[src/rtl/u8tok_pkg.sv]
package u8tok_pkg;

   localparam int COUNT_WIDTH_DEFAULT = 16;
   localparam int OUT_W = 16;

   localparam int FIFO_DEPTH = 4;
   localparam int FIFO_PTR_W = $clog2(FIFO_DEPTH);
   localparam int FIFO_LVL_W = $clog2(FIFO_DEPTH + 1);

   // token categories
   localparam logic [2:0] CAT_WORD    = 3'd0;
   localparam logic [2:0] CAT_PUNCT   = 3'd1;
   localparam logic [2:0] CAT_SPACE   = 3'd2;
   localparam logic [2:0] CAT_EOL     = 3'd3;
   localparam logic [2:0] CAT_UNKNOWN = 3'd4;

   localparam logic [7:0] BYTE_NL  = 8'h0A;
   localparam logic [7:0] BYTE_CR  = 8'h0D;
   localparam logic [7:0] BYTE_US  = 8'h5F;
   localparam logic [7:0] BYTE_SP  = 8'h20;
   localparam logic [7:0] BYTE_TAB = 8'h09;
   localparam logic [7:0] BYTE_DEL = 8'h7F;

   typedef struct packed {
      logic [7:0] text_byte;
      logic       end_of_text;
   } req_type;

   typedef struct packed {
      logic [2:0]       category;
      logic [OUT_W-1:0] byte_length;
      logic [OUT_W-1:0] char_count;
      logic             final_token;
   } rsp_type;

   typedef struct packed {
      logic [FIFO_LVL_W-1:0] level;
      logic                  empty;
   } fifo_status_type;

   // continuation bytes that follow a utf-8 lead byte
   function automatic logic [2:0] follower_count(input logic [7:0] b);
      logic [2:0] n;
      n = 3'd0;
      priority casez (b)
         8'b11111111: n = 3'd7;
         8'b11111110: n = 3'd6;
         8'b1111110?: n = 3'd5;
         8'b111110??: n = 3'd4;
         8'b11110???: n = 3'd3;
         8'b1110????: n = 3'd2;
         8'b110?????: n = 3'd1;
         default:     n = 3'd0;
      endcase
      return n;
   endfunction

   function automatic logic is_alnum(input logic [7:0] b);
      return (b >= "0" && b <= "9") || (b >= "A" && b <= "Z") || (b >= "a" && b <= "z");
   endfunction

   function automatic logic is_space(input logic [7:0] b);
      return (b == BYTE_SP) || (b >= BYTE_TAB && b <= BYTE_CR);
   endfunction

endpackage

[src/rtl/u8tok_step.sv]
module u8tok_step #(
   parameter int CNT_W = 16
) (
   input  u8tok_pkg::req_type  req_data,
   input  logic                open_cur,
   input  logic [2:0]          cat_cur,
   input  logic [CNT_W-1:0]    len_cur,
   input  logic [CNT_W-1:0]    chars_cur,
   input  logic [2:0]          skip_cur,
   output logic                open_nxt,
   output logic [2:0]          cat_nxt,
   output logic [CNT_W-1:0]    len_nxt,
   output logic [CNT_W-1:0]    chars_nxt,
   output logic [2:0]          skip_nxt,
   output u8tok_pkg::rsp_type  res [2],
   output logic [1:0]          res_count
);
   import u8tok_pkg::*;

   logic [7:0] b;
   logic       eol_byte;
   logic       word_alnum;
   logic       taken;
   logic [1:0] n;

   function automatic logic [CNT_W-1:0] sat_inc(input logic [CNT_W-1:0] v);
      return (&v) ? v : v + CNT_W'(1);
   endfunction

   assign b          = req_data.text_byte;
   assign eol_byte   = (b == BYTE_NL) || (b == BYTE_CR);
   assign word_alnum = is_alnum(b) || (b == BYTE_US);

   always_comb begin
      open_nxt  = open_cur;
      cat_nxt   = cat_cur;
      len_nxt   = len_cur;
      chars_nxt = chars_cur;
      skip_nxt  = skip_cur;
      res[0]    = '0;
      res[1]    = '0;
      taken     = 1'b0;
      n         = 2'd0;

      // try to extend the open token
      if (open_cur) begin
         priority if (cat_cur == CAT_WORD) begin
            if (skip_cur != 3'd0) begin
               skip_nxt = skip_cur - 3'd1;
               len_nxt  = sat_inc(len_cur);
               taken    = 1'b1;
            end else if ((b[7:6] == 2'b11) || word_alnum) begin
               len_nxt   = sat_inc(len_cur);
               chars_nxt = sat_inc(chars_cur);
               skip_nxt  = follower_count(b);
               taken     = 1'b1;
            end
         end else if (cat_cur == CAT_EOL) begin
            if (eol_byte) begin
               len_nxt = sat_inc(len_cur);
               if (b == BYTE_NL) begin
                  chars_nxt = sat_inc(chars_cur);
               end
               taken = 1'b1;
            end
         end else if (cat_cur == CAT_SPACE) begin
            if (is_space(b)) begin
               len_nxt   = sat_inc(len_cur);
               chars_nxt = sat_inc(chars_cur);
               taken     = 1'b1;
            end
         end else begin
            taken = 1'b0;
         end
         if (!taken) begin
            res[0] = '{category: cat_cur, byte_length: OUT_W'(len_cur),
                       char_count: OUT_W'(chars_cur), final_token: 1'b0};
            n         = 2'd1;
            open_nxt  = 1'b0;
            cat_nxt   = CAT_WORD;
            len_nxt   = '0;
            chars_nxt = '0;
            skip_nxt  = 3'd0;
         end
      end

      // start a new token from this byte
      if (!taken) begin
         priority if (b[7] || word_alnum) begin
            open_nxt  = 1'b1;
            cat_nxt   = CAT_WORD;
            len_nxt   = CNT_W'(1);
            chars_nxt = CNT_W'(1);
            skip_nxt  = follower_count(b);
         end else if (eol_byte) begin
            open_nxt  = 1'b1;
            cat_nxt   = CAT_EOL;
            len_nxt   = CNT_W'(1);
            chars_nxt = '0;
            skip_nxt  = 3'd0;
         end else if (is_space(b)) begin
            open_nxt  = 1'b1;
            cat_nxt   = CAT_SPACE;
            len_nxt   = CNT_W'(1);
            chars_nxt = CNT_W'(1);
            skip_nxt  = 3'd0;
         end else if (b > BYTE_SP && b < BYTE_DEL) begin
            res[n[0]] = '{category: CAT_PUNCT, byte_length: OUT_W'(1),
                          char_count: OUT_W'(1), final_token: 1'b0};
            n = n + 2'd1;
         end else begin
            res[n[0]] = '{category: CAT_UNKNOWN, byte_length: OUT_W'(1),
                          char_count: OUT_W'(0), final_token: 1'b0};
            n = n + 2'd1;
         end
      end

      // end of text flushes and returns to the reset state
      if (req_data.end_of_text) begin
         if (open_nxt) begin
            res[n[0]] = '{category: cat_nxt, byte_length: OUT_W'(len_nxt),
                          char_count: OUT_W'(chars_nxt), final_token: 1'b0};
            n = n + 2'd1;
         end
         if (n != 2'd0) begin
            res[n[0] ^ 1'b1].final_token = 1'b1;
         end
         open_nxt  = 1'b0;
         cat_nxt   = CAT_WORD;
         len_nxt   = '0;
         chars_nxt = '0;
         skip_nxt  = 3'd0;
      end

      res_count = n;
   end

endmodule

[src/rtl/u8tok_fifo.sv]
module u8tok_fifo (
   input  logic                        clock,
   input  logic                        reset,
   input  u8tok_pkg::rsp_type          push_data [2],
   input  logic [1:0]                  push_count,
   input  logic                        pop,
   output u8tok_pkg::rsp_type          head,
   output u8tok_pkg::fifo_status_type  status
);
   import u8tok_pkg::*;

   rsp_type               mem_ff [FIFO_DEPTH];
   logic [FIFO_PTR_W-1:0] wr_ptr_ff, wr_ptr_in;
   logic [FIFO_PTR_W-1:0] rd_ptr_ff, rd_ptr_in;
   logic [FIFO_LVL_W-1:0] level_ff, level_in;

   always_comb begin
      wr_ptr_in = wr_ptr_ff + FIFO_PTR_W'(push_count);
      rd_ptr_in = rd_ptr_ff + FIFO_PTR_W'(pop);
      level_in  = level_ff + FIFO_LVL_W'(push_count) - FIFO_LVL_W'(pop);
   end

   always_ff @(posedge clock) begin
      if (reset) begin
         wr_ptr_ff <= '0;
         rd_ptr_ff <= '0;
         level_ff  <= '0;
      end else begin
         wr_ptr_ff <= wr_ptr_in;
         rd_ptr_ff <= rd_ptr_in;
         level_ff  <= level_in;
      end
   end

   always_ff @(posedge clock) begin
      if (push_count != 2'd0) begin
         mem_ff[wr_ptr_ff] <= push_data[0];
      end
      if (push_count == 2'd2) begin
         mem_ff[wr_ptr_ff + FIFO_PTR_W'(1)] <= push_data[1];
      end
   end

   assign head         = mem_ff[rd_ptr_ff];
   assign status.level = level_ff;
   assign status.empty = (level_ff == '0);

endmodule

[src/rtl/utf8_word_tokenizer_unit.sv]
// utf-8 word tokenizer: takes one text byte per request and cuts the stream into
// word, punctuation, whitespace, end-of-line and unknown tokens, each delivered
// as category, byte length, character count and a final flag. the byte class
// decode and the counter update sit in one short combinational step between the
// request port and a four-entry response queue, so a byte is taken in every cycle
// while req_stall is low and its responses go into the queue. most bytes give no
// response or one; a byte that closes a token and also yields another gives two,
// and since the response port moves one per cycle while rsp_stall is low, text
// of such bytes fills the queue. req_stall rises whenever the queue has fewer than
// two free entries. counts saturate at the smaller of 2^COUNT_WIDTH-1 and 65535.
module utf8_word_tokenizer_unit #(
   parameter int COUNT_WIDTH = u8tok_pkg::COUNT_WIDTH_DEFAULT
) (
   input  logic                clock,
   input  logic                reset,
   input  logic                req_valid,
   output logic                req_stall,
   input  u8tok_pkg::req_type  req_data,
   output logic                rsp_valid,
   input  logic                rsp_stall,
   output u8tok_pkg::rsp_type  rsp_data
);
   import u8tok_pkg::*;

   // counters never need more than the 16 bits of the response fields
   localparam int CntW = (COUNT_WIDTH < OUT_W) ? COUNT_WIDTH : OUT_W;

   // open token state
   logic            open_ff,  open_in;
   logic [2:0]      cat_ff,   cat_in;
   logic [CntW-1:0] len_ff,   len_in;
   logic [CntW-1:0] chars_ff, chars_in;
   logic [2:0]      skip_ff,  skip_in;

   rsp_type         step_res [2];
   logic [1:0]      step_count;
   logic [1:0]      push_count;
   logic            req_accept;
   logic            rsp_accept;
   fifo_status_type fifo_status;

   assign req_accept = req_valid && !req_stall;
   assign rsp_accept = rsp_valid && !rsp_stall;

   // room for the worst case of two responses per request
   assign req_stall  = fifo_status.level > FIFO_LVL_W'(FIFO_DEPTH - 2);
   assign rsp_valid  = !fifo_status.empty;
   assign push_count = req_accept ? step_count : 2'd0;

   // class decode and token update for the incoming byte
   u8tok_step #(
      .CNT_W(CntW)
   ) u_step (
      .req_data  (req_data),
      .open_cur  (open_ff),
      .cat_cur   (cat_ff),
      .len_cur   (len_ff),
      .chars_cur (chars_ff),
      .skip_cur  (skip_ff),
      .open_nxt  (open_in),
      .cat_nxt   (cat_in),
      .len_nxt   (len_in),
      .chars_nxt (chars_in),
      .skip_nxt  (skip_in),
      .res       (step_res),
      .res_count (step_count)
   );

   // state only moves when a request is taken
   always_ff @(posedge clock) begin
      if (reset) begin
         open_ff  <= 1'b0;
         cat_ff   <= CAT_WORD;
         len_ff   <= '0;
         chars_ff <= '0;
         skip_ff  <= 3'd0;
      end else if (req_accept) begin
         open_ff  <= open_in;
         cat_ff   <= cat_in;
         len_ff   <= len_in;
         chars_ff <= chars_in;
         skip_ff  <= skip_in;
      end
   end

   // response queue parts the two sides
   u8tok_fifo u_fifo (
      .clock      (clock),
      .reset      (reset),
      .push_data  (step_res),
      .push_count (push_count),
      .pop        (rsp_accept),
      .head       (rsp_data),
      .status     (fifo_status)
   );

`ifndef SYNTH
   // the queue never holds more than its depth
   a_fifo_bound: assert property (@(posedge clock) disable iff (reset)
      fifo_status.level <= FIFO_LVL_W'(FIFO_DEPTH))
      else $error("response queue overrun");

   // the end of text leaves no token open
   a_eot_closes: assert property (@(posedge clock) disable iff (reset)
      req_accept && req_data.end_of_text |=> !open_ff && skip_ff == 3'd0)
      else $error("token still open after end of text");

   // a closed state carries no leftover length or pending continuation bytes
   a_idle_clean: assert property (@(posedge clock) disable iff (reset)
      !open_ff |-> len_ff == '0 && chars_ff == '0 && skip_ff == 3'd0)
      else $error("stale token state while idle");

   // a word never counts more characters than bytes
   a_word_chars: assert property (@(posedge clock) disable iff (reset)
      rsp_valid && rsp_data.category == CAT_WORD
      |-> rsp_data.char_count <= rsp_data.byte_length)
      else $error("word with more characters than bytes");
`endif

endmodule
[config.mk]
export PLATFORM = sky130hd
export DESIGN_NAME = utf8_word_tokenizer_unit
export DESIGN_NICKNAME = d
export VERILOG_FILES = /design/src/rtl/u8tok_pkg.sv /design/src/rtl/u8tok_step.sv /design/src/rtl/u8tok_fifo.sv /design/src/rtl/utf8_word_tokenizer_unit.sv
export SDC_FILE = /design/constraint.sdc
export NUM_CORES = 1
export LEC_CHECK = 0
export ABC_AREA = 1
export CELL_PAD_IN_SITES_DETAIL_PLACEMENT = 1
export CELL_PAD_IN_SITES_GLOBAL_PLACEMENT = 1
export CORE_ASPECT_RATIO = 1.5
export CORE_MARGIN = 2
export CORE_UTILIZATION = 45
export DETAILED_ROUTE_END_ITERATION = 8
export DONT_BUFFER_PORTS = 1
export GPL_ROUTABILITY_DRIVEN = 1
export PLACE_DENSITY_LB_ADDON = 0.1
export SYNTH_ARGS = -nofsm -noshare
export SYNTH_HDL_FRONTEND = slang
export SYNTH_SLANG_ARGS = --single-unit
[constraint.sdc]
create_clock -name clock -period 6.5 [get_ports clock]
set_input_delay 1.3 -clock clock [delete_from_list [all_inputs] [get_ports clock]]
set_output_delay 1.3 -clock clock [all_outputs]
set_load 0.05 [all_outputs]
# --- After elaboration in Yosys (flattened, before gate mapping) ---
# Memories as Yosys holds them, arrays and structs flattened. A register that Yosys moved wholly into a read port is not among the register bits.
# Index checks and enable logic that the tools add are counted.
word_totals:
  register_bits: 46
  mem_bits_rw: 144
  in_bits: 13
  out_inout_bits: 38
  word_cells: 187
  mem_count: 1
mem_list:
  columns: ["memory", "words", "word_bits", "read_ports", "rd_ports_with_merged_regs", "write_ports", "line_no", "rtl"]
  rows:
  - ["u_fifo.mem_ff", 4, 36, 1, 1, 2, "u8tok_fifo.sv:12", "rsp_type mem_ff [FIFO_DEPTH];"]
classes:
  add_sub_neg: 10
  order_cmp: 17
  eq_ne: 15
  mux: 99
  n_bitwise: 10
  reduce_logical: 27
op_table:
  columns: ["op", "count"]
  rows:
  - ["72-bit 2-to-1 mux", 9]
  - ["16-bit 2-to-1 mux", 31]
  - ["72-bit bitwise mux", 2]
  - ["36-bit 2-to-1 mux", 4]
  - ["36-bit demux with 1-bit select", 3]
  - ["68-bit bitwise AND", 1]
  - ["68-bit NOT", 1]
  - ["66-bit bitwise AND", 1]
  - ["66-bit NOT", 1]
  - ["3-bit 2-to-1 mux", 17]
  - ["16-bit by 1-bit adder with 16-bit output, second input constant", 2]
  - ["16-bit AND reduction", 2]
  - ["1-bit 2-to-1 mux", 22]
  - ["3-bit case mux with 7 select lines", 1]
  - ["2-bit 2-to-1 mux", 10]
  - ["8-bit by 4-bit == test with 1-bit output, second input constant", 2]
  - ["8-bit == test, second input constant", 2]
  - ["8-bit by 7-bit greater-or-equal comparator with 1-bit output, second input constant", 2]
  - ["8-bit by 7-bit less-or-equal comparator with 1-bit output, second input constant", 2]
  - ["1-bit logical AND", 10]
  - ["8-bit by 6-bit == test with 1-bit output, second input constant", 1]
  - ["8-bit by 7-bit == test with 1-bit output, second input constant", 1]
  - ["8-bit by 4-bit greater-or-equal comparator with 1-bit output, second input constant", 1]
  - ["8-bit by 6-bit greater-or-equal comparator with 1-bit output, second input constant", 1]
  - ["29 further kinds", 49]

# --- Longest topological paths before layout ---
depth:
  word_depth: 30
  ltp_mapped: 28
  mapped_depth_nobuf: 26

# --- By module ---
# Synthesis repeated with hierarchy kept, for this count alone.
unflattened:
  hier_cells: 2061
  hier_area_um2: 14137.3
modules_own_cells:
  columns: ["module", "instances", "cells_each", "area_per_inst_um2", "seq_area_each_um2"]
  rows:
  - ["u8tok_fifo", 1, 838, 7923.8, 4464.3]
  - ["u8tok_step", 1, 880, 4180.3, 0.0]
  - ["utf8_word_tokenizer_unit", 1, 343, 2033.2, 780.7]

# --- Worst setup path before layout ---
# Ideal clock, no wire load.
synth_timing:
  path_type: "input-to-reg"
  from: "in req_data[7] (netlist name)"
  to: "mem u_fifo.mem_ff[2][0] (netlist name), enable pin"
  setup_time_ps: 394
  arrival_ps: 4789
  t_required_ps: 6106
  setup_slack_ps: 1317
  path_stages: 24
  n_path_buf: 1
  cell_sequence: "nor2_2 > nand2_1 > nor2_1 > nand2_2 > nand2_4 > nand2_4 > nand2_4 > nor2_8 > inv_4 > nand2_1 > nand2_1 > clkinv_1 > buf_2 > ha_1 > nand4_1 > nand2_1 > nand3_4 > nor2_2 > nand2_2 > nand2_4 > nand2_1 > o21ai_1 > nand2_1 > nand2_1"
synth_lines:
  columns: ["item", "line_no", "rtl"]
  rows:
  - ["start: declaration", "utf8_word_tokenizer_unit.sv:18", "input u8tok_pkg::req_type req_data,"]
  - ["end: declaration", "u8tok_fifo.sv:12", null]

==> reports/summary.md <==
* outcome: finished clean
* Initial DRC Count: 498
* Overall Power: 3.79 mW
* Worst R2R Setup Slack: 2.23 ns
* CP max FO: 36
* fillers: 3,278
* number of detailed-route iterations in the first pass: 5
* Post-synth top flop: sky130_fd_sc_hd__edfxtp_1
* gr usage total: 0.278
* register bit total from synthesis: 190
* DIE AREA: 0.0271 mm2
* leading cell types by total area after synthesis: sky130_fd_sc_hd__edfxtp_1 37%, sky130_fd_sc_hd__nand2_1 15%, sky130_fd_sc_hd__dfxtp_1 7.9%
* maximum capacitance violations: 0
* cts bufs inserted: 17
* placed instance count: 1,829
* total negative slack for setup checks: 0 ns
* final weighted congestion in routability-driven placement: 0.865
* # H-tree levels: 4
* area growth from synthesis to final layout: 5.88%
* top cell types by occurrence after synthesis: 462 x sky130_fd_sc_hd__nand2_1, 211 x sky130_fd_sc_hd__inv_1, 144 x sky130_fd_sc_hd__edfxtp_1
* via count of the first global-routing pass: 11.0k
* Max-Slew Margin vs Limit: 0.200
* global route overflow: 0
* startpoint of the most critical setup path: req_data[2]
* routed len/inst: 19.5 um
* Worst EP required: 6.59 ns
* achievable frequency: 213 MHz
* Design Area, Final: 0.0123 mm2
* RSZ-0062 raised after global routing: no
* worst min-delay path category: flip-flop to flip-flop
* met3 GRT Util: 0.0341
* final period utilization: 0.721
* final critical-path required period: 4.69 ns
* final core area utilization: 0.481
* setup skew after layout: 0.0180 ns
* capture point of the critical path: u_fifo.mem_ff[0][29]
* Clk pwr share: 0.268
* Std-Cell Core Area: 0.0256 mm2
* cell accounting for the most synthesized area: sky130_fd_sc_hd__edfxtp_1
* number of max-slew violations in the final report: 0
* antenna violations before repair: 0
* I/O Buffers: 0
* worst-case setup slack after placement: 1.34 ns
* count of flip-flops with a built-in enable after synthesis: 144
* GR met2 Demand/Resource: 0.514
* Detail Route Antenna Nets: 0
* sum of routed wire length over all layers: 36,300 um
* met1 GRT Util: 0.323
* worst path setup slack after routing: 1.81 ns
* crit path capture type: flip-flop
* root cell of the clock tree: sky130_fd_sc_hd__clkbuf_16
* Reg2Reg Launch Point: cat_ff[0]
* Sinks on Clock Net: 190
* total number of nets in the final design: 1,539
* horizontal extent of the die: 135 um
* cells on worst reg2reg path: 19
* Mapped Area: 0.0116 mm2
* endpoints failing hold: 0
* source-to-sink clock delay at the later pin of the worst-skew pair: 0.47 ns
* fraction of power spent switching nets: 0.433
* endpoints failing setup: 0
* global route hottest layer: met2
* largest net degree at the start of global routing: 75
* arrival time at the worst endpoint: 4.78 ns
* fraction of final layout cells with drive strength greater than 1: 0.0635
* total DRC errors in the routed layout: 0
* buffers inserted by post-CTS timing repair: 0
* initial cell density of the core: 0.454
* count of cell types in the netlist: 43
* internal power: 2.15 mW
* Synth Instances: 1,558
* smallest hold slack: 0.498 ns
* vias after detailed routing: 10.4k
* DIE HEIGHT: 201 um
* TritonCTS clock tree: built
* part of the total power dissipated in sequential elements: 0.382
* category of the most critical setup path: input port to flip-flop
* Synth top area share: 0.372
* post-DP HPWL: 24,500 um
* post-cts gate resize count: 0
* critical path launch point type: input port
* worst r2r dst: u_fifo.mem_ff[0][29]
* power density over cell area: 308 mW/mm2
* most common cell in the synthesized netlist: sky130_fd_sc_hd__nand2_1
* nets in the synthesized netlist: 1,582
* net load switching power: 1.64 mW
* Static Leakage: 5.54 nW
* global-route wire length before repair: 58,500 um
* combined flip-flop and latch cell area: 0.00525 mm2
* Inserted Diodes: 0
* clock transition at the register clock pins on the worst setup and hold paths after CTS: 0.07 ns
* Mean Syn Cell Area: 7.46 um2
* row count: 72
* pin slew with the least headroom to its limit: 1.22 ns
* final std cells w/o fill: 1,861
* Peak VDD IR: 209 uV
* ports placed on the boundary: 51
* number of synthesis warnings: 0
* ratio of routed vias to standard cells: 5.60
* async set-or-reset flop fraction in the synthesized netlist: 0
* combined area of the multi-input logic cells: 0.00509 mm2
* sequential-to-total area share from yosys stat: 0.451
* number of buffers inserted by hold repair at cts: 0
* combinational share of power: 0.350
* buffer levels on the longest clock path: 2
* placed instance area: 0.0117 mm2
-- state kept, by name, summed over array words and instances (netlist names) --
name,cells
u_fifo.mem_ff,144
chars_ff,16
len_ff,16
cat_ff,3
skip_ff,3
u_fifo.level_ff,3
u_fifo.rd_ptr_ff,2
u_fifo.wr_ptr_ff,2
open_ff,1
-- worst max-delay path: stages --
cell                       delay [ns]
sky130_fd_sc_hd__nor2_1          0.25
sky130_fd_sc_hd__nand4_2         0.17
sky130_fd_sc_hd__nand2_4         0.15
sky130_fd_sc_hd__nand2_4         0.07
sky130_fd_sc_hd__nand2_4         0.14
sky130_fd_sc_hd__nor2_8          0.07
sky130_fd_sc_hd__inv_4           0.08
sky130_fd_sc_hd__nand2_1         0.08
sky130_fd_sc_hd__nand2_1         0.20
sky130_fd_sc_hd__clkinv_1        0.13
sky130_fd_sc_hd__ha_1            0.31
sky130_fd_sc_hd__nand4_1         0.09
sky130_fd_sc_hd__nand2_1         0.19
sky130_fd_sc_hd__nand3_4         0.11
sky130_fd_sc_hd__nor2_2          0.16
sky130_fd_sc_hd__nand2_2         0.11
sky130_fd_sc_hd__nand2_4         0.14
sky130_fd_sc_hd__nand2_1         0.12
sky130_fd_sc_hd__o21ai_1         0.22
sky130_fd_sc_hd__nand2_1         0.09
sky130_fd_sc_hd__nand2_1         0.09
sky130_fd_sc_hd__buf_4           0.46
-- power groups by stage --
stage          sequential, mW  clock, mW  combinational (mW)
6_report                 1.45       1.02                1.33
2_1_floorplan            1.46          0                1.08
4_1_cts                  1.45       1.03                1.34
3_3_place_gp             1.47          0                1.31
5_1_grt                  1.46       1.07                1.42
3_5_place_dp             1.48          0                1.34
-- metal layers --
layer | wire, um | up-vias | part of all wire
met5 | 0 | - | 0
met4 | 947 | 0 | 0.026
met3 | 837 | 64 | 0.023
li1 | - | 5026 | -
met1 | 15000 | 5194 | 0.41
met2 | 19500 | 142 | 0.54
-- cell usage in the layout (no fill, tap or decap), drive strengths merged, types with 45 or more instances in the layout --
cell type and instances:
nand4 47, nand2 472, a21oi 70, inv 226, nand3 74, o22ai 45
dfxtp 46, nor2 147, o21ai 136, edfxtp 144
-- layout make-up --
cell class	count	share of cell area
clock buffer	22	0.0385
clock inverter	10	0.00651
inverter	225	0.0689
multi-input combinational	1061	0.414
sequential	190	0.426
tap	333	0.0339
timing repair buffer	20	0.0122
-- cell families (layout without fill, tap and decap cells) --
logic type / Yosys count / after routing / synth area share
XOR/XNOR: 10 / 10 / 0.00754
buffers and inverters: 307 / 277 / 0.111
AO/OA/AOI/OAI: 280 / 280 / 0.133
flip-flops: 190 / 190 / 0.451
AND/OR/NAND/NOR: 760 / 760 / 0.285
adder cells (fa/ha/maj): 11 / 11 / 0.0125
-- how the worst min path moves through the flow --
stage               start         end  slack [ns]  cells past startpoint
4_1_cts        skip_ff[1]  skip_ff[1]        0.50                      2
3_5_place_dp   skip_ff[1]  skip_ff[1]        0.49                      2
5_1_grt        skip_ff[1]  skip_ff[1]        0.54                      2
3_3_place_gp   skip_ff[1]  skip_ff[1]        0.48                      2
6_report       skip_ff[1]  skip_ff[1]        0.50                      2
2_1_floorplan   cat_ff[2]   cat_ff[2]        0.47                      2
Power figures use the tool's default switching activity.
